## config.mk

```make
export PLATFORM = sky130hd
export DESIGN_NAME = serial_status_display_controller
export DESIGN_NICKNAME = d
export VERILOG_FILES = /design/src/rtl/core/ssdc_pkg.sv /design/src/rtl/core/ssdc_front.sv /design/src/rtl/core/ssdc_queue.sv /design/src/rtl/core/ssdc_back.sv /design/src/rtl/core/serial_status_display_controller.sv
export SDC_FILE = /design/constraint.sdc
export NUM_CORES = 1
export LEC_CHECK = 0
export ABC_CLOCK_PERIOD_IN_PS = 25500
export BUFFER_PORTS_ARGS = -buffer_cell sky130_fd_sc_hd__buf_2
export CORE_ASPECT_RATIO = 0.6
export CORE_MARGIN = 8
export CORE_UTILIZATION = 55
export DETAILED_ROUTE_END_ITERATION = 6
export GPL_ROUTABILITY_DRIVEN = 0
export PLACE_DENSITY = 0.8
export SLEW_MARGIN = 15
export SYNTH_ARGS = -nofsm -noshare
export SYNTH_HDL_FRONTEND = slang
export SYNTH_SLANG_ARGS = --single-unit
```

## constraint.sdc

```tcl
create_clock -name i_clk -period 25.5 [get_ports i_clk]
set_input_delay 5.1 -clock i_clk [delete_from_list [all_inputs] [get_ports i_clk]]
set_output_delay 5.1 -clock i_clk [all_outputs]
set_load 0.005 [all_outputs]
```

## src/rtl/core/ssdc_pkg.sv

```systemverilog
// Package for the serial status display controller.
// Types, codes and segment tables shared by the front, queue and back modules.
package ssdc_pkg;

    localparam int LineMax = 31;
    localparam int LineW   = $clog2(LineMax + 1);

    // register indexes
    localparam logic [2:0] REG_TIMEOUT = 3'd0;
    localparam logic [2:0] REG_PACK    = 3'd1;
    localparam logic [2:0] REG_WASH    = 3'd2;
    localparam logic [2:0] REG_BLINK   = 3'd3;
    localparam logic [2:0] REG_YELLOW  = 3'd4;
    localparam logic [2:0] REG_RED     = 3'd5;

    // item kinds handed from front to back
    localparam logic [1:0] K_BYTE  = 2'd0;
    localparam logic [1:0] K_TICK  = 2'd1;
    localparam logic [1:0] K_PILLS = 2'd2;
    localparam logic [1:0] K_PROG  = 2'd3;

    localparam logic [6:0] SEG_DASH = 7'h40;
    localparam logic [6:0] SEG_C    = 7'h39;
    localparam logic [6:0] SEG_L    = 7'h38;
    localparam logic [6:0] SEG_E    = 7'h79;
    localparam logic [6:0] SEG_N    = 7'h54;

    typedef struct packed {
        logic [1:0] kind;
        logic [9:0] value;
    } t_cmd;

    typedef struct packed {
        logic [6:0]  seg0;
        logic [6:0]  seg1;
        logic [6:0]  seg2;
        logic [6:0]  seg3;
        logic [3:0]  lamps;
        logic        pack;
        logic        valve;
        logic        pulse;
        logic [15:0] batches;
    } t_res;

    function automatic logic [6:0] digit_seg(input logic [3:0] d);
        case (d)
            4'd0: digit_seg = 7'h3F;
            4'd1: digit_seg = 7'h06;
            4'd2: digit_seg = 7'h5B;
            4'd3: digit_seg = 7'h4F;
            4'd4: digit_seg = 7'h66;
            4'd5: digit_seg = 7'h6D;
            4'd6: digit_seg = 7'h7D;
            4'd7: digit_seg = 7'h07;
            4'd8: digit_seg = 7'h7F;
            4'd9: digit_seg = 7'h6F;
            default: digit_seg = 7'h00;
        endcase
    endfunction

    // tens digit of a value below 100: multiply by 205, take bits 14:11
    function automatic logic [3:0] tens_of(input logic [6:0] v);
        logic [14:0] p;
        p = {8'd0, v} * 15'd205;
        tens_of = p[14:11];
    endfunction

    // ones digit of a value below 100: subtract ten times the tens digit
    function automatic logic [3:0] ones_of(input logic [6:0] v);
        logic [3:0] t;
        logic [6:0] t10;
        logic [6:0] rem;
        t       = tens_of(v);
        t10     = {t, 3'b000} + {2'b00, t, 1'b0};
        rem     = v - t10;
        ones_of = rem[3:0];
    endfunction

    function automatic logic [7:0] prefix_char(input logic [3:0] pm);
        case (pm)
            4'd2:  prefix_char = "L";
            4'd3:  prefix_char = "L";
            4'd4:  prefix_char = "S";
            4'd5:  prefix_char = ":";
            4'd7:  prefix_char = "O";
            4'd8:  prefix_char = "G";
            4'd9:  prefix_char = "R";
            4'd10: prefix_char = "E";
            4'd11: prefix_char = "S";
            4'd12: prefix_char = "S";
            4'd13: prefix_char = ":";
            default: prefix_char = 8'h00;
        endcase
    endfunction

endpackage

```

## src/rtl/core/ssdc_front.sv

```systemverilog
// Front end: line parser for received bytes; classifies each beat.
// Depends on ssdc_pkg.
module ssdc_front (
    input  logic           i_clk,
    input  logic           i_rst_n,
    input  logic           i_valid,
    input  logic           i_mode,
    input  logic [7:0]     i_rx_byte,
    output ssdc_pkg::t_cmd o_cmd
);
    import ssdc_pkg::*;

    localparam logic [3:0] PM_PILLS_DONE = 4'd6;
    localparam logic [3:0] PM_PROG_FIRST = 4'd7;
    localparam logic [3:0] PM_PROG_DONE  = 4'd14;
    localparam logic [3:0] PM_DEAD       = 4'd15;
    localparam logic [1:0] PH_BEFORE = 2'd0;
    localparam logic [1:0] PH_SIGN   = 2'd1;
    localparam logic [1:0] PH_DIGITS = 2'd2;
    localparam logic [1:0] PH_END    = 2'd3;

    logic [LineW-1:0] r_len, n_len;
    logic [3:0] r_pm, n_pm;
    logic [1:0] r_ph, n_ph;
    logic r_neg, n_neg;
    logic [9:0] r_val, n_val;
    logic [13:0] prod;
    logic digit, blank;
    logic [3:0] dv;

    assign dv    = i_rx_byte[3:0] - 4'd0;
    assign digit = (i_rx_byte >= "0") && (i_rx_byte <= "9");
    assign blank = (i_rx_byte == " ") || (i_rx_byte == 8'h09) || (i_rx_byte == 8'h0B)
                || (i_rx_byte == 8'h0C);
    assign prod  = {4'd0, r_val} * 14'd10 + {10'd0, dv};

    // parse one byte; classify the beat
    always_comb begin
        n_len = r_len; n_pm = r_pm; n_ph = r_ph; n_neg = r_neg; n_val = r_val;
        o_cmd.kind  = i_mode ? K_TICK : K_BYTE;
        o_cmd.value = r_val;
        if (!i_mode) begin
            if (i_rx_byte == 8'h0A) begin
                if (r_pm == PM_PILLS_DONE && (!r_neg || r_val == 10'd0)
                        && r_val <= 10'd999) begin
                    o_cmd.kind = K_PILLS;
                end else if (r_pm == PM_PROG_DONE && (!r_neg || r_val == 10'd0)
                        && r_val <= 10'd100) begin
                    o_cmd.kind = K_PROG;
                end
                n_len = '0; n_pm = '0; n_ph = PH_BEFORE; n_neg = 1'b0; n_val = '0;
            end else if (i_rx_byte != 8'h0D) begin
                if (r_len < LineW'(LineMax)) begin
                    n_len = r_len + 1'b1;
                    if (r_pm == PM_PILLS_DONE || r_pm == PM_PROG_DONE) begin
                        if (r_ph == PH_BEFORE && blank) begin
                            n_ph = r_ph;
                        end else if (r_ph == PH_BEFORE && i_rx_byte == "+") begin
                            n_ph = PH_SIGN;
                        end else if (r_ph == PH_BEFORE && i_rx_byte == "-") begin
                            n_ph = PH_SIGN; n_neg = 1'b1;
                        end else if (r_ph == PH_BEFORE || r_ph == PH_SIGN) begin
                            if (digit) begin
                                n_val = {6'd0, dv}; n_ph = PH_DIGITS;
                            end else begin
                                n_ph = PH_END;
                            end
                        end else if (r_ph == PH_DIGITS) begin
                            if (digit) begin
                                n_val = (prod > 14'd1023) ? 10'd1023 : prod[9:0];
                            end else begin
                                n_ph = PH_END;
                            end
                        end
                    end else if (r_pm == 4'd0) begin
                        n_pm = (i_rx_byte == "P") ? 4'd1 : PM_DEAD;
                    end else if (r_pm == 4'd1) begin
                        n_pm = (i_rx_byte == "I") ? 4'd2
                             : (i_rx_byte == "R") ? PM_PROG_FIRST : PM_DEAD;
                    end else if (r_pm == PM_DEAD) begin
                        n_pm = PM_DEAD;
                    end else begin
                        n_pm = (i_rx_byte == prefix_char(r_pm)) ? r_pm + 4'd1 : PM_DEAD;
                    end
                end else begin
                    n_len = '0; n_pm = '0; n_ph = PH_BEFORE; n_neg = 1'b0; n_val = '0;
                end
            end
        end
    end

    // advance parser on each accepted beat
    always_ff @(posedge i_clk) begin
        if (!i_rst_n) begin
            r_len <= '0; r_pm <= '0; r_ph <= PH_BEFORE; r_neg <= 1'b0; r_val <= '0;
        end else if (i_valid) begin
            r_len <= n_len; r_pm <= n_pm; r_ph <= n_ph; r_neg <= n_neg; r_val <= n_val;
        end
    end

`ifndef SYNTH
    a_len_max: assert property (@(posedge i_clk) disable iff (!i_rst_n)
        r_len <= LineW'(LineMax)) else $error("line length overrun");
    a_ph_idle: assert property (@(posedge i_clk) disable iff (!i_rst_n)
        (r_pm != PM_PILLS_DONE && r_pm != PM_PROG_DONE) |-> (r_ph == PH_BEFORE))
        else $error("number phase moved outside number field");
    a_val_sat: assert property (@(posedge i_clk) disable iff (!i_rst_n)
        (r_ph == PH_BEFORE) |-> (r_val == 10'd0)) else $error("stale number value");
`endif
endmodule

```

## src/rtl/core/ssdc_queue.sv

```systemverilog
// Two-entry queue between front and back; registers for both sides.
// Depends on ssdc_pkg.
module ssdc_queue (
    input  logic           i_clk,
    input  logic           i_rst_n,
    input  logic           i_push,
    input  ssdc_pkg::t_cmd i_cmd,
    output logic           o_full,
    output logic           o_valid,
    output ssdc_pkg::t_cmd o_cmd,
    input  logic           i_pop
);
    import ssdc_pkg::*;

    t_cmd r_mem [2];
    logic r_wp, r_rp;
    logic [1:0] r_cnt;

    assign o_full  = r_cnt == 2'd2;
    assign o_valid = r_cnt != 2'd0;
    assign o_cmd   = r_mem[r_rp];

    // hold payload at write pointer
    always_ff @(posedge i_clk) begin
        if (i_push) r_mem[r_wp] <= i_cmd;
    end

    // advance pointers and count
    always_ff @(posedge i_clk) begin
        if (!i_rst_n) begin
            r_wp <= 1'b0; r_rp <= 1'b0; r_cnt <= 2'd0;
        end else begin
            if (i_push) r_wp <= ~r_wp;
            if (i_pop)  r_rp <= ~r_rp;
            r_cnt <= r_cnt + {1'b0, i_push} - {1'b0, i_pop};
        end
    end

`ifndef SYNTH
    a_no_over: assert property (@(posedge i_clk) disable iff (!i_rst_n)
        !(i_push && o_full)) else $error("queue overflow");
    a_no_under: assert property (@(posedge i_clk) disable iff (!i_rst_n)
        !(i_pop && !o_valid)) else $error("queue underflow");
    a_cnt: assert property (@(posedge i_clk) disable iff (!i_rst_n)
        r_cnt != 2'd3) else $error("bad count");
`endif
endmodule

```

## src/rtl/core/ssdc_back.sv

```systemverilog
// Back end: modes, timers, lamps and display; single output register.
// Depends on ssdc_pkg.
module ssdc_back (
    input  logic           i_clk,
    input  logic           i_rst_n,
    input  logic           i_valid,
    input  ssdc_pkg::t_cmd i_cmd,
    output logic           o_pop,
    input  logic [15:0]    i_idle_limit_ms,
    input  logic [13:0]    i_pack_ms,
    input  logic [13:0]    i_wash_ms,
    input  logic [9:0]     i_blink_half_ms,
    input  logic [6:0]     i_yellow_from,
    input  logic [6:0]     i_red_from,
    output logic           o_valid,
    input  logic           i_stall,
    output ssdc_pkg::t_res o_res
);
    import ssdc_pkg::*;

    localparam logic [1:0] ST_RUN     = 2'd0;
    localparam logic [1:0] ST_CLEAN   = 2'd1;
    localparam logic [1:0] ST_TIMEOUT = 2'd2;

    logic [1:0]  r_st, n_st;
    logic [9:0]  r_pills, n_pills;
    logic [6:0]  r_prog, n_prog;
    logic [15:0] r_since, n_since;
    logic [13:0] r_el, n_el;
    logic [9:0]  r_blink, n_blink;
    logic [3:0]  r_lamps, n_lamps;
    logic [15:0] r_batches, n_batches;
    t_res        res;
    t_res        r_out;
    logic        r_out_v;
    logic [6:0]  l_mod, p_mod;
    logic [9:0]  l_bin;
    logic [9:0]  upd_pills;
    logic [6:0]  upd_prog;
    logic [13:0] longest;

    assign o_pop   = i_valid && (!r_out_v || !i_stall);
    assign o_valid = r_out_v;
    assign o_res   = r_out;
    assign longest = (i_pack_ms > i_wash_ms) ? i_pack_ms : i_wash_ms;

    // counts after this beat's line update
    assign upd_pills = (i_cmd.kind == K_PILLS) ? i_cmd.value : r_pills;
    assign upd_prog  = (i_cmd.kind == K_PROG) ? i_cmd.value[6:0] : r_prog;

    // pill count mod 100 by compare and subtract (below 1000); progress likewise
    always_comb begin
        l_bin = upd_pills;
        if (l_bin >= 10'd800) l_bin = l_bin - 10'd800;
        if (l_bin >= 10'd400) l_bin = l_bin - 10'd400;
        if (l_bin >= 10'd200) l_bin = l_bin - 10'd200;
        if (l_bin >= 10'd100) l_bin = l_bin - 10'd100;
        l_mod = l_bin[6:0];
        p_mod = (upd_prog >= 7'd100) ? upd_prog - 7'd100 : upd_prog;
    end

    // evaluate one beat
    always_comb begin
        logic [9:0] nb;
        nb = '0;
        n_st = r_st; n_pills = r_pills; n_prog = r_prog; n_since = r_since;
        n_el = r_el; n_blink = r_blink; n_lamps = r_lamps; n_batches = r_batches;
        res = '0;
        case (i_cmd.kind)
            K_PILLS: begin n_pills = i_cmd.value; n_since = '0; end
            K_PROG:  begin n_prog = i_cmd.value[6:0]; n_since = '0; end
            K_BYTE:  n_since = '0;
            K_TICK: begin
                if (r_since != 16'hFFFF) n_since = r_since + 16'd1;
                if (r_st == ST_CLEAN && r_el != 14'h3FFF) n_el = r_el + 14'd1;
                if (r_prog >= 7'd100) begin
                    nb = r_blink + 10'd1;
                    if (nb >= i_blink_half_ms) begin
                        n_lamps[3] = ~r_lamps[3]; nb = '0;
                    end
                    n_blink = nb;
                end else begin
                    n_lamps[3] = 1'b0; n_blink = '0;
                end
            end
            default: ;
        endcase
        if (n_since > i_idle_limit_ms) n_st = ST_TIMEOUT;
        res.seg0 = digit_seg(tens_of(l_mod));
        res.seg1 = digit_seg(ones_of(l_mod));
        res.seg2 = digit_seg(tens_of(p_mod));
        res.seg3 = digit_seg(ones_of(p_mod));
        if (n_st == ST_TIMEOUT) begin
            res.seg0 = SEG_DASH; res.seg1 = SEG_DASH; res.seg2 = SEG_DASH;
            res.seg3 = SEG_DASH;
            n_lamps[2:0] = 3'b100;
            if (n_since <= i_idle_limit_ms) n_st = ST_RUN;
        end else if (n_st == ST_CLEAN) begin
            res.valve = n_el < i_wash_ms;
            res.pack  = n_el < i_pack_ms;
            res.seg0 = SEG_C; res.seg1 = SEG_L; res.seg2 = SEG_E; res.seg3 = SEG_N;
            n_lamps[2:0] = 3'b000;
            if (n_el >= longest) begin
                n_st = ST_RUN; n_pills = '0; n_prog = '0;
                n_batches = r_batches + 16'd1;
                res.pack = 1'b0; res.valve = 1'b0;
                n_lamps[2:0] = 3'b001;
                res.seg0 = digit_seg(4'd0); res.seg1 = digit_seg(4'd0);
                res.seg2 = digit_seg(4'd0); res.seg3 = digit_seg(4'd0);
            end
        end else begin
            n_st = ST_RUN;
            if (n_prog < i_yellow_from)   n_lamps[2:0] = 3'b001;
            else if (n_prog < i_red_from) n_lamps[2:0] = 3'b010;
            else if (n_prog < 7'd100)     n_lamps[2:0] = 3'b100;
            if (n_prog >= 7'd100) begin
                n_st = ST_CLEAN; n_el = '0; res.pulse = 1'b1;
            end
        end
        res.lamps   = n_lamps;
        res.batches = n_batches;
    end

    // commit state and load output register
    always_ff @(posedge i_clk) begin
        if (!i_rst_n) begin
            r_st <= ST_RUN; r_pills <= '0; r_prog <= '0; r_since <= '0; r_el <= '0;
            r_blink <= '0; r_lamps <= '0; r_batches <= '0; r_out_v <= 1'b0;
        end else begin
            if (o_pop) begin
                r_st <= n_st; r_pills <= n_pills; r_prog <= n_prog; r_since <= n_since;
                r_el <= n_el; r_blink <= n_blink; r_lamps <= n_lamps;
                r_batches <= n_batches;
                r_out_v <= 1'b1;
            end else if (!i_stall) begin
                r_out_v <= 1'b0;
            end
        end
    end

    always_ff @(posedge i_clk) begin
        if (o_pop) r_out <= res;
    end

`ifndef SYNTH
    a_pulse_clean: assert property (@(posedge i_clk) disable iff (!i_rst_n)
        (o_pop && res.pulse) |=> (r_st == ST_CLEAN)) else $error("pulse without clean");
    a_prog_range: assert property (@(posedge i_clk) disable iff (!i_rst_n)
        r_prog <= 7'd100) else $error("progress out of range");
    a_batch_step: assert property (@(posedge i_clk) disable iff (!i_rst_n)
        (r_batches != $past(r_batches)) |-> ($past(r_st) == ST_CLEAN))
        else $error("batch counted outside cleaning");
`endif
endmodule

```

## src/rtl/core/serial_status_display_controller.sv

```systemverilog
// Top level of the serial status display controller.
// Depends on ssdc_pkg, ssdc_front, ssdc_queue, ssdc_back.
//
//  channel | direction | handshake            | payload
//  in      | input     | i_valid / o_stall    | i_mode, i_rx_byte
//  out     | output    | o_valid / i_stall    | o_seg_digit0..3, lamps, outputs, count
//  cfg     | input     | i_cfg_we             | i_cfg_index, i_cfg_data
//
// One beat per cycle while o_stall is low; the accepting edge parses and writes the queue,
// and the beat is evaluated into the output register when popped, where it is offered.
// Synchronous active-low reset restores the register defaults and run mode.
// Output stalls fill the two-entry queue, after which o_stall rises.
module serial_status_display_controller (
    input  logic        i_clk,
    input  logic        i_rst_n,
    input  logic        i_valid,
    output logic        o_stall,
    input  logic        i_mode,
    input  logic [7:0]  i_rx_byte,
    output logic        o_valid,
    input  logic        i_stall,
    output logic [6:0]  o_seg_digit0,
    output logic [6:0]  o_seg_digit1,
    output logic [6:0]  o_seg_digit2,
    output logic [6:0]  o_seg_digit3,
    output logic        o_led_green,
    output logic        o_led_yellow,
    output logic        o_led_red,
    output logic        o_led_blue,
    output logic        o_pack_on,
    output logic        o_valve_on,
    output logic        o_send_reset,
    output logic [15:0] o_batch_count,
    input  logic        i_cfg_we,
    input  logic [2:0]  i_cfg_index,
    input  logic [15:0] i_cfg_data
);
    import ssdc_pkg::*;

    logic [15:0] r_timeout;
    logic [13:0] r_pack, r_wash;
    logic [9:0]  r_blink;
    logic [6:0]  r_yellow, r_red;
    t_cmd f_cmd, q_cmd;
    t_res res;
    logic q_full, q_valid, pop, acc;

    assign o_stall = q_full;
    assign acc     = i_valid && !q_full;

    // write configuration registers
    always_ff @(posedge i_clk) begin
        if (!i_rst_n) begin
            r_timeout <= 16'd30000; r_pack <= 14'd5000; r_wash <= 14'd3000;
            r_blink <= 10'd125; r_yellow <= 7'd50; r_red <= 7'd90;
        end else if (i_cfg_we) begin
            case (i_cfg_index)
                REG_TIMEOUT: r_timeout <= i_cfg_data;
                REG_PACK:    r_pack    <= i_cfg_data[13:0];
                REG_WASH:    r_wash    <= i_cfg_data[13:0];
                REG_BLINK:   r_blink   <= i_cfg_data[9:0];
                REG_YELLOW:  r_yellow  <= i_cfg_data[6:0];
                REG_RED:     r_red     <= i_cfg_data[6:0];
                default: ;
            endcase
        end
    end

    ssdc_front u_front (
        .i_clk(i_clk), .i_rst_n(i_rst_n), .i_valid(acc),
        .i_mode(i_mode), .i_rx_byte(i_rx_byte), .o_cmd(f_cmd)
    );

    ssdc_queue u_queue (
        .i_clk(i_clk), .i_rst_n(i_rst_n), .i_push(acc), .i_cmd(f_cmd),
        .o_full(q_full), .o_valid(q_valid), .o_cmd(q_cmd), .i_pop(pop)
    );

    ssdc_back u_back (
        .i_clk(i_clk), .i_rst_n(i_rst_n), .i_valid(q_valid), .i_cmd(q_cmd), .o_pop(pop),
        .i_idle_limit_ms(r_timeout), .i_pack_ms(r_pack), .i_wash_ms(r_wash),
        .i_blink_half_ms(r_blink), .i_yellow_from(r_yellow), .i_red_from(r_red),
        .o_valid(o_valid), .i_stall(i_stall), .o_res(res)
    );

    assign o_seg_digit0  = res.seg0;
    assign o_seg_digit1  = res.seg1;
    assign o_seg_digit2  = res.seg2;
    assign o_seg_digit3  = res.seg3;
    assign o_led_green   = res.lamps[0];
    assign o_led_yellow  = res.lamps[1];
    assign o_led_red     = res.lamps[2];
    assign o_led_blue    = res.lamps[3];
    assign o_pack_on     = res.pack;
    assign o_valve_on    = res.valve;
    assign o_send_reset  = res.pulse;
    assign o_batch_count = res.batches;
endmodule
```

# After elaboration in Yosys (flattened, before gate mapping)
# Memory sizes are Yosys's and may differ from the RTL's. A register that Yosys moved wholly into a read port is not among the register bits.
# Index checks and enable logic that the tools add are counted.
[op_classes] n_addsub=18 n_mul=3 order_cmp=22 eq_ne=43 muxes=109 bitwise=5 n_reduce_logical=44
[ops] cell="two-way mux 10 bit" count=21
[ops] cell="two-way mux 14 bit" count=6
[ops] cell="two-way mux 16 bit" count=4
[ops] cell="two-way mux 8 bit" count=8
[ops] cell="two-way mux 4 bit" count=13
[ops] cell="two-way mux 7 bit" count=6
[ops] cell="two-way mux 2 bit" count=19
[ops] cell="adder 16 x 1 -> 16 bit, second input constant" count=2
[ops] cell="== test 8 x 4 -> 1 bit, second input constant" count=4
[ops] cell="case mux 16 bit (2 select lines)" count=1
[ops] cell="multiplier 7 x 8 -> 15 bit, second input constant" count=2
[ops] cell="less-than comparator 14 bit" count=2
[ops] cell="two-way mux 28 bit" count=1
[ops] cell="== test 8 x 6 -> 1 bit, second input constant" count=3
[ops] cell="== test 8 x 7 -> 1 bit, second input constant" count=3
[ops] cell="two-way mux 24 bit" count=1
[ops] cell="two-way mux 1 bit" count=21
[ops] cell="inequality test 3 x 2 -> 1 bit, second input constant" count=6
[ops] cell="greater-than comparator 16 bit" count=1
[ops] cell="<= comparator 16 bit" count=1
[ops] cell="inequality test 16 bit, second input constant" count=1
[ops] cell="two-way mux 3 bit" count=5
[ops] cell="two-way mux 5 bit" count=3
[ops] cell="adder 14 x 1 -> 14 bit, second input constant" count=1
[ops] cell="61 further kinds" count=109
[totals] reg_bits=225 ramBits=24 rom_bits=560 inputBits=33 output_inout_bits=53 n_memories=6
[mem_list] name="(name not given)" depth=16 width=7 read_ports=1 rd_clocked_by_memory_dff=0 wr=0 line="ssdc_pkg.sv:46" text="case (d)"
[mem_list] name="(name not given)" depth=16 width=7 read_ports=1 rd_clocked_by_memory_dff=0 wr=0 line="ssdc_pkg.sv:46"
[mem_list] name="(name not given)" depth=16 width=7 read_ports=1 rd_clocked_by_memory_dff=0 wr=0 line="ssdc_pkg.sv:46"
[mem_list] name="(name not given)" depth=16 width=7 read_ports=1 rd_clocked_by_memory_dff=0 wr=0 line="ssdc_pkg.sv:46"
[mem_list] name="(name not given)" depth=16 width=7 read_ports=1 rd_clocked_by_memory_dff=1 wr=0 line="ssdc_pkg.sv:80" text="case (pm)"
[mem_list] name="u_queue.r_mem" depth=2 width=12 read_ports=1 rd_clocked_by_memory_dff=1 wr=1 line="ssdc_queue.sv:15" text="t_cmd r_mem [2];"

# Depth between registers and ports, before layout
# Gate-level depths: netlist (run 1).
[logic_depth] depth_word=20 depth_mapped=51 ltp_nobuf=48

# By module
# Synthesis (run 1) repeated with hierarchy kept, for this count alone.
[hier_totals] cells_unflattened=2082 area_unflattened_um2=18756.7
[modules_own_cells] module="ssdc_back" n_inst=1 cells_each=1419 area_each_um2=12187.9 seq_area_each_um2=3133.0
[modules_own_cells] module="serial_status_display_controller" n_inst=1 cells_each=265 area_each_um2=2736.4 seq_area_each_um2=1361.3
[modules_own_cells] module="ssdc_front" n_inst=1 cells_each=340 area_each_um2=2700.1 seq_area_each_um2=580.6
[modules_own_cells] module="ssdc_queue" n_inst=1 cells_each=58 area_each_um2=1132.3 seq_area_each_um2=820.8

# Worst setup path before layout (run 1)
# Ideal clock, no wire load.
[synth_timing] kind="reg-to-reg" start="memory u_queue.r_mem[1][11] (netlist bit)" end="register u_back.r_out (netlist bit u_back.o_res[37]), data pin" arrival_ns=10.603 slack_ns=14.618 path_stages_with_launch=49 n_path_buf=3 period_less_slack_ns=10.882 path_cell_list="edfxtp_1 > buf_4 > nor2b_2 > buf_6 > mux2i_1 > mux2_2 > clkbuf_1 > a2111oi_1 > nor2_1 > ha_1 > a311oi_2 > o22ai_2 > xnor2_2 > ha_1 > nand2_1 > nor4b_1 > mux2i_1 > a31oi_2 > [... 13 more ...] > fa_1 > inv_1 > fa_1 > inv_1 > ha_1 > nand4_1 > nor2_1 > nand4_1 > or4_4 > a31oi_1 > nor2_1 > xnor2_1 > ha_1 > or3_1 > a2111o_1 > o211a_2 > a2111oi_2 > a311oi_1"
[synth_lines] element="start: declaration" line="ssdc_queue.sv:15"
[synth_lines] element="end signal: assignment" line="ssdc_back.sv:142" text="if (o_pop) r_out <= res;"
[synth_lines] element="end: declaration" line="ssdc_back.sv:34" text="t_res r_out;"

==> results of run 1 <==
-- metal layers --
layer / GRT usage (%) / routed length, um / up-vias / share of wire (%)
met1: 33.0 / 21600 / 7296 / 47
met4: 5.19 / 976 / 0 / 2.1
met2: 34.7 / 19100 / 667 / 42
met5: 0 / 0 / - / 0
li1: - / - / 7522 / -
met3: 4.65 / 4160 / 86 / 9.1
-- cells by family (layout without fill, tap and decap cells) --
family / after synthesis / count (layout) / share of synthesized area (%)
AOI/OAI and AO/OA: 461 / 461 / 16.5
xor gates and xnor gates: 101 / 101 / 4.94
adders and majority gates: 244 / 244 / 17.7
buffers and inverters: 251 / 307 / 5.33
DFF: 257 / 257 / 32.6
muxes: 59 / 59 / 3.42
and+or+nand+nor: 733 / 733 / 19.5
-- worst max-delay path: cells and delay by family, from the launching register on --
family	cells	cell delay [ns]
compound gates	13	4.20
xor+xnor	4	1.24
fa+ha+maj	9	3.08
buf+inv	6	0.74
flops	1	0.30
mux	1	0.13
simple gates	13	2.76
-- final cells by class --
type	instances	area [um^2]	area share [%]
clock inverters	17	204	1.04
well taps	424	531	2.69
inverters	161	608	3.09
clock buffers	31	701	3.56
flip-flops and latches	257	5900	29.9
repair buffers	98	523	2.66
multi-input cells	1598	11200	57.0
-- path summary, 6_finish.rpt --
check / start / endpoint / slack, ns / cells past startpoint
worst max register to register: flop / u_back.o_res[39]$_SDFFCE_PP0P_ / 12.75 / 46
worst min-delay path: u_back.r_lamps[2]$_SDFFE_PN0P_ / u_back.r_lamps[2]$_SDFFE_PN0P_ / 0.46 / 2
worst max-delay path: flop / u_back.o_res[39]$_SDFFCE_PP0P_ / 12.75 / 46
worst min register to register: u_back.r_lamps[2]$_SDFFE_PN0P_ / u_back.r_lamps[2]$_SDFFE_PN0P_ / 0.46 / 2
-- cell usage in the layout, fill, tap and decap left out, drive strengths merged, types with 7 or more instances in the layout --
master	instances
nor2b	28
a21oi	178
and2	26
or3	11
fa	18
nor2	169
nor3	51
a311oi	9
or2	13
nand3b	9
mux2	12
nand3	57
buf	98
clkinv	7
o21ai	69
clkbuf	31
inv	161
o21bai	8
and3	19
nor3b	9
xnor2	56
edfxtp	75
a2111oi	7
o21a	8
nand2	245
nand4	35
dfxtp	182
a22oi	27
nand2b	30
ha	226
a211oi	14
xor2	45
a21o	36
mux2i	47
a31oi	17
o211ai	32
-- state kept, by name, indices dropped and copies added (netlist names), 2 cells and up, named ones only --
register / cells
u_front.r_ph: 2
u_front.r_val: 10
u_queue.r_cnt: 2
u_queue.r_mem: 24
u_back.r_lamps: 4
u_back.r_since: 16
u_back.r_st: 2
u_front.r_len: 5
r_timeout: 16
r_blink: 10
r_yellow: 7
u_back.o_res: 51
u_front.r_pm: 4
u_back.r_prog: 7
u_back.r_el: 14
r_red: 7
r_pack: 14
u_back.r_pills: 10
u_back.r_batches: 16
r_wash: 14
u_back.r_blink: 10
-- per-stage QoR --
| step | std cells | area, um^2 |
|---|---|---|
| 3_3_place_gp | 2538 | 18800 |
| 6_report | 2586 | 19700 |
| 4_1_cts | 2586 | 19700 |
| 3_5_place_dp | 2538 | 18800 |
| 2_1_floorplan | 2106 | 18100 |
| 5_1_grt | 2586 | 19700 |
==> flow_metrics.py, run 1 <==
metrics = {
    "routing": {
        "drt_pass1_iterations": 6,
        "vias": 15571,
        "dr.first_iter.drc_count": 1464,
        "detail-route-antenna-nets": 0,
        "viasPerCell": 6.02,
        "drcViolationCount": 0,
        "wl_um": 45800,
        "wl_per_cell_um": 17.7,
    },
    "logic_synthesis": {
        "syn_inst": 2106,
        "synth_top_area_cell": "dfxtp_1",
        "syn_area_um2": 18100,
        "ys_seq_area_share_pct": 32.6,
        "synth_ff_type": "dfxtp_1",
        "synth_edf_count": 75,
        "ys_ff_latch": 257,
        "syn_nets": 2383,
        "synth_area_per_cell_um2": 8.58,
        "synth_top_area_share_pct": 20.2,
        "yosys_warnings": 0,
        "yosysMostFrequentCell": "nand2_1",
        "synth.distinct_cells": 96,
        "async_reset_ff_share_pct": 0,
        "ys_top_cells_by_count": "nand2_1, ha_1, dfxtp_1, a21oi_1, nor2_1",
        "synth_area_leaders": "dfxtp_1, ha_1, edfxtp_1",
    },
    "die": {
        "ios": 86,
        "num_rows": 51,
        "die_area_um2": 39100,
        "chipHeight_um": 156,
        "core_area_um2": 32400,
        "dieWidth_um": 250,
        "start_util_pct": 55.8,
    },
    "worst_setup_path": {
        "worstSetupStartpointType": "flop",
        "cp.required_ns": 25.74,
        "critPathArrivalTime_ns": 12.99,
        "path_max_fanout": 42,
        "cp_common_cell": "ha_1",
        "max_stage_delay_ns": 0.68,
        "path_class": "flop to flop",
        "cp-end-kind": "flop",
        "cp_slowest_cell": "a2111oi_1",
    },
    "timing": {
        "max_freq_ghz": 0.0784,
        "max_slew_margin_pct": 26.2,
        "hold_ws_ns": 0.457,
        "finalHoldViolCount": 0,
        "fin_tns_setup_ns": 0,
        "finalSetupViolCount": 0,
        "tightest_slew_ns": 1.11,
        "fin_crit_ns": 12.75,
        "fin_ws_ns": 12.75,
        "fin_crit_sh_pct": 50.0,
        "rsz0062_at_grt": "false",
        "finalClockSkew_ns": 0.0339,
        "slew_violations": 0,
    },
    "cells_and_area": {
        "antennaDiodeCount": 0,
        "nets": 2419,
        "areaGrowthSynthToFinish_pct": 9.01,
        "final_util_pct": 60.9,
        "drive_above_1_share_pct": 8.97,
        "fillers": 2672,
    },
    "clock_network": {
        "cts.sinks": 257,
        "cts_tree": "done",
        "htree_levels": 1,
        "clkTransAtPathRegs_ns": 0.07,
        "cts_buffer_depth": 3,
        "cts_buffers": 26,
        "cts_root_buffer": "clkbuf_16",
        "cts-hold-fix-buffers": 0,
        "post_cts_resized": 0,
        "clk_latency_ns": 0.55,
        "cts_setup_buffers": 0,
    },
    "worst_hold_path": {
        "hp-class": "flop to flop",
    },
    "global_route": {
        "antenna_found_initial": 0,
        "grt_pass1_wl_um": 75100,
        "grt.overflow.total": 0,
        "grt_max_degree": 94,
        "track_usage_pct": 22.8,
        "grt_pass1_vias": 14771,
    },
    "outcome": {
        "status": "finished, final reports clean",
    },
    "placement": {
        "hpwl_um": 34200,
        "dp_slack_ns": 12.98,
        "port-buffer-count": 85,
    },
    "flow_run": {
        "max_cap_violations": 0,
    },
}
Power of run 1 is not shown: default switching activity piles up to over one toggle a cycle in this logic, so the estimate is an artifact.
==> inputs of run 2 (changes only) <==
--- a/config.mk
+++ b/config.mk
@@ -5,14 +5,15 @@
 export SDC_FILE = /design/constraint.sdc
 export NUM_CORES = 1
 export LEC_CHECK = 0
-export ABC_CLOCK_PERIOD_IN_PS = 25500
+export ABC_AREA = 1
+export ABC_CLOCK_PERIOD_IN_PS = 10650
 export BUFFER_PORTS_ARGS = -buffer_cell sky130_fd_sc_hd__buf_2
 export CORE_ASPECT_RATIO = 0.6
 export CORE_MARGIN = 8
 export CORE_UTILIZATION = 55
 export DETAILED_ROUTE_END_ITERATION = 6
 export GPL_ROUTABILITY_DRIVEN = 0
-export PLACE_DENSITY = 0.8
+export PLACE_DENSITY = 0.82
 export SLEW_MARGIN = 15
 export SYNTH_ARGS = -nofsm -noshare
 export SYNTH_HDL_FRONTEND = slang
==> constraint.sdc (replaced) <==
create_clock -name i_clk -period 10.65 [get_ports i_clk]
set_input_delay 2.13 -clock i_clk [delete_from_list [all_inputs] [get_ports i_clk]]
set_output_delay 2.13 -clock i_clk [all_outputs]
set_load 0.005 [all_outputs]
==> run 2 against run 1 <==
Routed wire length decreased by 0.32%. Clock skew decreased by 0.0083 ns. Via count increased by 4.4%. Critical path depth increased by 13. Flip-flop and latch count stayed put. Synthesized cell count rose by 12%. Maximum frequency up 34%. Global-route usage fell by 0.18 points.
==> flow_metrics.py, run 2 <==
metrics = {
    "die": {
        "start_util_pct": 56.0,
        "dieWidth_um": 251,
        "num_rows": 51,
        "core_area_um2": 32500,
        "chipHeight_um": 157,
        "die_area_um2": 39300,
        "ios": 86,
    },
    "clock_network": {
        "cts_tree": "done",
        "cts-hold-fix-buffers": 0,
        "clkTransAtPathRegs_ns": 0.07,
        "cts_buffers": 27,
        "cts_setup_buffers": 0,
        "htree_levels": 1,
        "cts_buffer_depth": 3,
        "cts.sinks": 257,
        "cts_root_buffer": "clkbuf_16",
        "post_cts_resized": 0,
        "clk_latency_ns": 0.56,
    },
    "routing": {
        "drt_pass1_iterations": 7,
        "drcViolationCount": 0,
        "wl_per_cell_um": 15.9,
        "wl_um": 45700,
        "detail-route-antenna-nets": 0,
        "viasPerCell": 5.65,
        "dr.first_iter.drc_count": 1623,
        "vias": 16259,
    },
    "timing": {
        "rsz0062_at_grt": "false",
        "fin_ws_ns": 1.10,
        "fin_crit_sh_pct": 89.7,
        "finalHoldViolCount": 0,
        "tightest_slew_ns": 1.07,
        "max_slew_margin_pct": 28.3,
        "fin_tns_setup_ns": 0,
        "finalSetupViolCount": 0,
        "finalClockSkew_ns": 0.0256,
        "fin_crit_ns": 9.55,
        "max_freq_ghz": 0.105,
        "slew_violations": 0,
    },
    "logic_synthesis": {
        "syn_nets": 2644,
        "ys_ff_latch": 257,
        "synth_area_leaders": "dfxtp_1, ha_1, edfxtp_1",
        "synth_area_per_cell_um2": 7.68,
        "syn_area_um2": 18200,
        "async_reset_ff_share_pct": 0,
        "yosys_warnings": 0,
        "synth_top_area_share_pct": 20.0,
        "synth.distinct_cells": 64,
        "ys_top_cells_by_count": "nand2_1, inv_1, ha_1, a21oi_1, dfxtp_1",
        "synth_top_area_cell": "dfxtp_1",
        "synth_edf_count": 75,
        "synth_ff_type": "dfxtp_1",
        "ys_seq_area_share_pct": 32.4,
        "syn_inst": 2367,
        "yosysMostFrequentCell": "nand2_1",
    },
    "worst_setup_path": {
        "r2r-end": "u_back.o_res[37]$_SDFFCE_PP0P_",
        "crit_family": "simple AND/OR/NAND/NOR gates",
        "critPathArrivalTime_ns": 9.98,
        "crit_buf_inv": 9,
        "cp.required_ns": 11.08,
        "cp_slowest_cell": "dfxtp_1",
        "worstSetupStartpointType": "flop",
        "max_stage_delay_ns": 0.65,
        "path_max_fanout": 16,
        "r2r_cells": 59,
        "cp-end-kind": "flop",
        "path_class": "flop to flop",
        "cp_common_cell": "nand2_1",
        "rrSetupSlack_ns": 1.10,
        "endpoint": "u_back.o_res[37]$_SDFFCE_PP0P_",
        "cp.depth": 59,
    },
    "cells_and_area": {
        "final_cell_mix": "nand2_1, inv_1, ha_1",
        "final_common_cell": "nand2_1",
        "multi_input_area_um2": 10600,
        "antennaDiodeCount": 0,
        "final_cells": 2877,
        "areaGrowthSynthToFinish_pct": 9.05,
        "final_area_um2": 19800,
        "seqCellArea_um2": 5900,
        "drive_above_1_share_pct": 10.1,
        "fillers": 2728,
        "largest_reg_flops": 51,
        "nets": 2709,
    },
    "placement": {
        "dp_slack_ns": 1.19,
        "place_area_um2": 18900,
        "hpwl_um": 34100,
        "port-buffer-count": 85,
        "dp_cells": 2827,
    },
    "global_route": {
        "track_usage_pct": 22.6,
        "grt_max_degree": 93,
        "grt.overflow.total": 0,
        "grt_pass1_wl_um": 75200,
        "grt_pass1_vias": 15443,
        "antenna_found_initial": 0,
    },
    "outcome": {
        "status": "finished, final reports clean",
    },
    "worst_hold_path": {
        "hp-class": "flop to flop",
    },
    "flow_run": {
        "max_cap_violations": 0,
    },
}
## run 2: cell count changes after synthesis, moves of 31 or more
| cell | change |
|---|---|
| nand2_2 | +38 |
| a21o_1 | -31 |
| inv_1 | +201 |
| nand2_1 | +191 |
| xnor2_1 | -36 |
| mux2i_1 | -47 |
| o21ai_0 | +82 |
| nand3_1 | +59 |
## run 2: layer usage
metal / vias to the layer above / global-route usage, % / routed length (um)
li1: 7966 / - / -
met1: 7532 / 31.2 / 21000
met2: 667 / 36.1 / 19900
met3: 94 / 4.27 / 3770
met4: 0 / 6.08 / 1030
met5: - / 0 / 0
## run 2: kinds of logic (layout without fill, tap and decap cells)
group	after synthesis	in the layout	synth area share [%]
simple gates	879	879	21.9
compound gates	474	474	14.9
buf+inv	434	520	9.25
flops	257	257	32.4
fa+ha+maj	244	244	17.5
xor+xnor	79	79	4.01
## run 2: worst min-delay path by stage
stage / start / cells past startpoint / endpoint / slack (ns)
after floorplan: u_queue.r_rp$_SDFFE_PN0P_ / 1 / flop / 0.43
after global placement: u_queue.r_rp$_SDFFE_PN0P_ / 1 / u_queue.r_rp$_SDFFE_PN0P_ / 0.44
after detailed placement: u_back.r_prog[0]$_SDFFE_PN0P_ / 2 / u_back.r_prog[0]$_SDFFE_PN0P_ / 0.46
after CTS: r_timeout[9]$_SDFFE_PN0P_ / 2 / r_timeout[9]$_SDFFE_PN0P_ / 0.47
after global routing: u_back.r_pills[8]$_SDFFE_PN0P_ / 2 / u_back.r_pills[8]$_SDFFE_PN0P_ / 0.48
final: r_timeout[9]$_SDFFE_PN0P_ / 2 / r_timeout[9]$_SDFFE_PN0P_ / 0.46
## run 2: per-stage QoR
stage	util, %	hold WS, ns
after floorplan	-	0.426
after CTS	61.0	0.466
final	61.1	0.461
after global routing	61.1	0.484
after global placement	58.3	0.439
after detailed placement	58.3	0.456
## run 2: area by class of cell
| cell class | instances | share of cell area, % |
|---|---|---|
| clock inverters | 13 | 0.688 |
| flip-flops and latches | 257 | 29.7 |
| multi-input cells | 1676 | 53.6 |
| repair buffers | 92 | 2.41 |
| clock buffers | 37 | 3.75 |
| well taps | 424 | 2.68 |
| inverters | 378 | 7.18 |
## run 2: worst reg2reg max path: cells and delay by family (launching register included)
| family | cells | cell delay, ns |
|---|---|---|
| xor+xnor | 3 | 0.85 |
| simple gates | 35 | 3.96 |
| buf+inv | 9 | 0.89 |
| flops | 1 | 0.65 |
| compound gates | 3 | 0.39 |
| fa+ha+maj | 9 | 2.72 |
Power of run 2 is left out for the same reason.
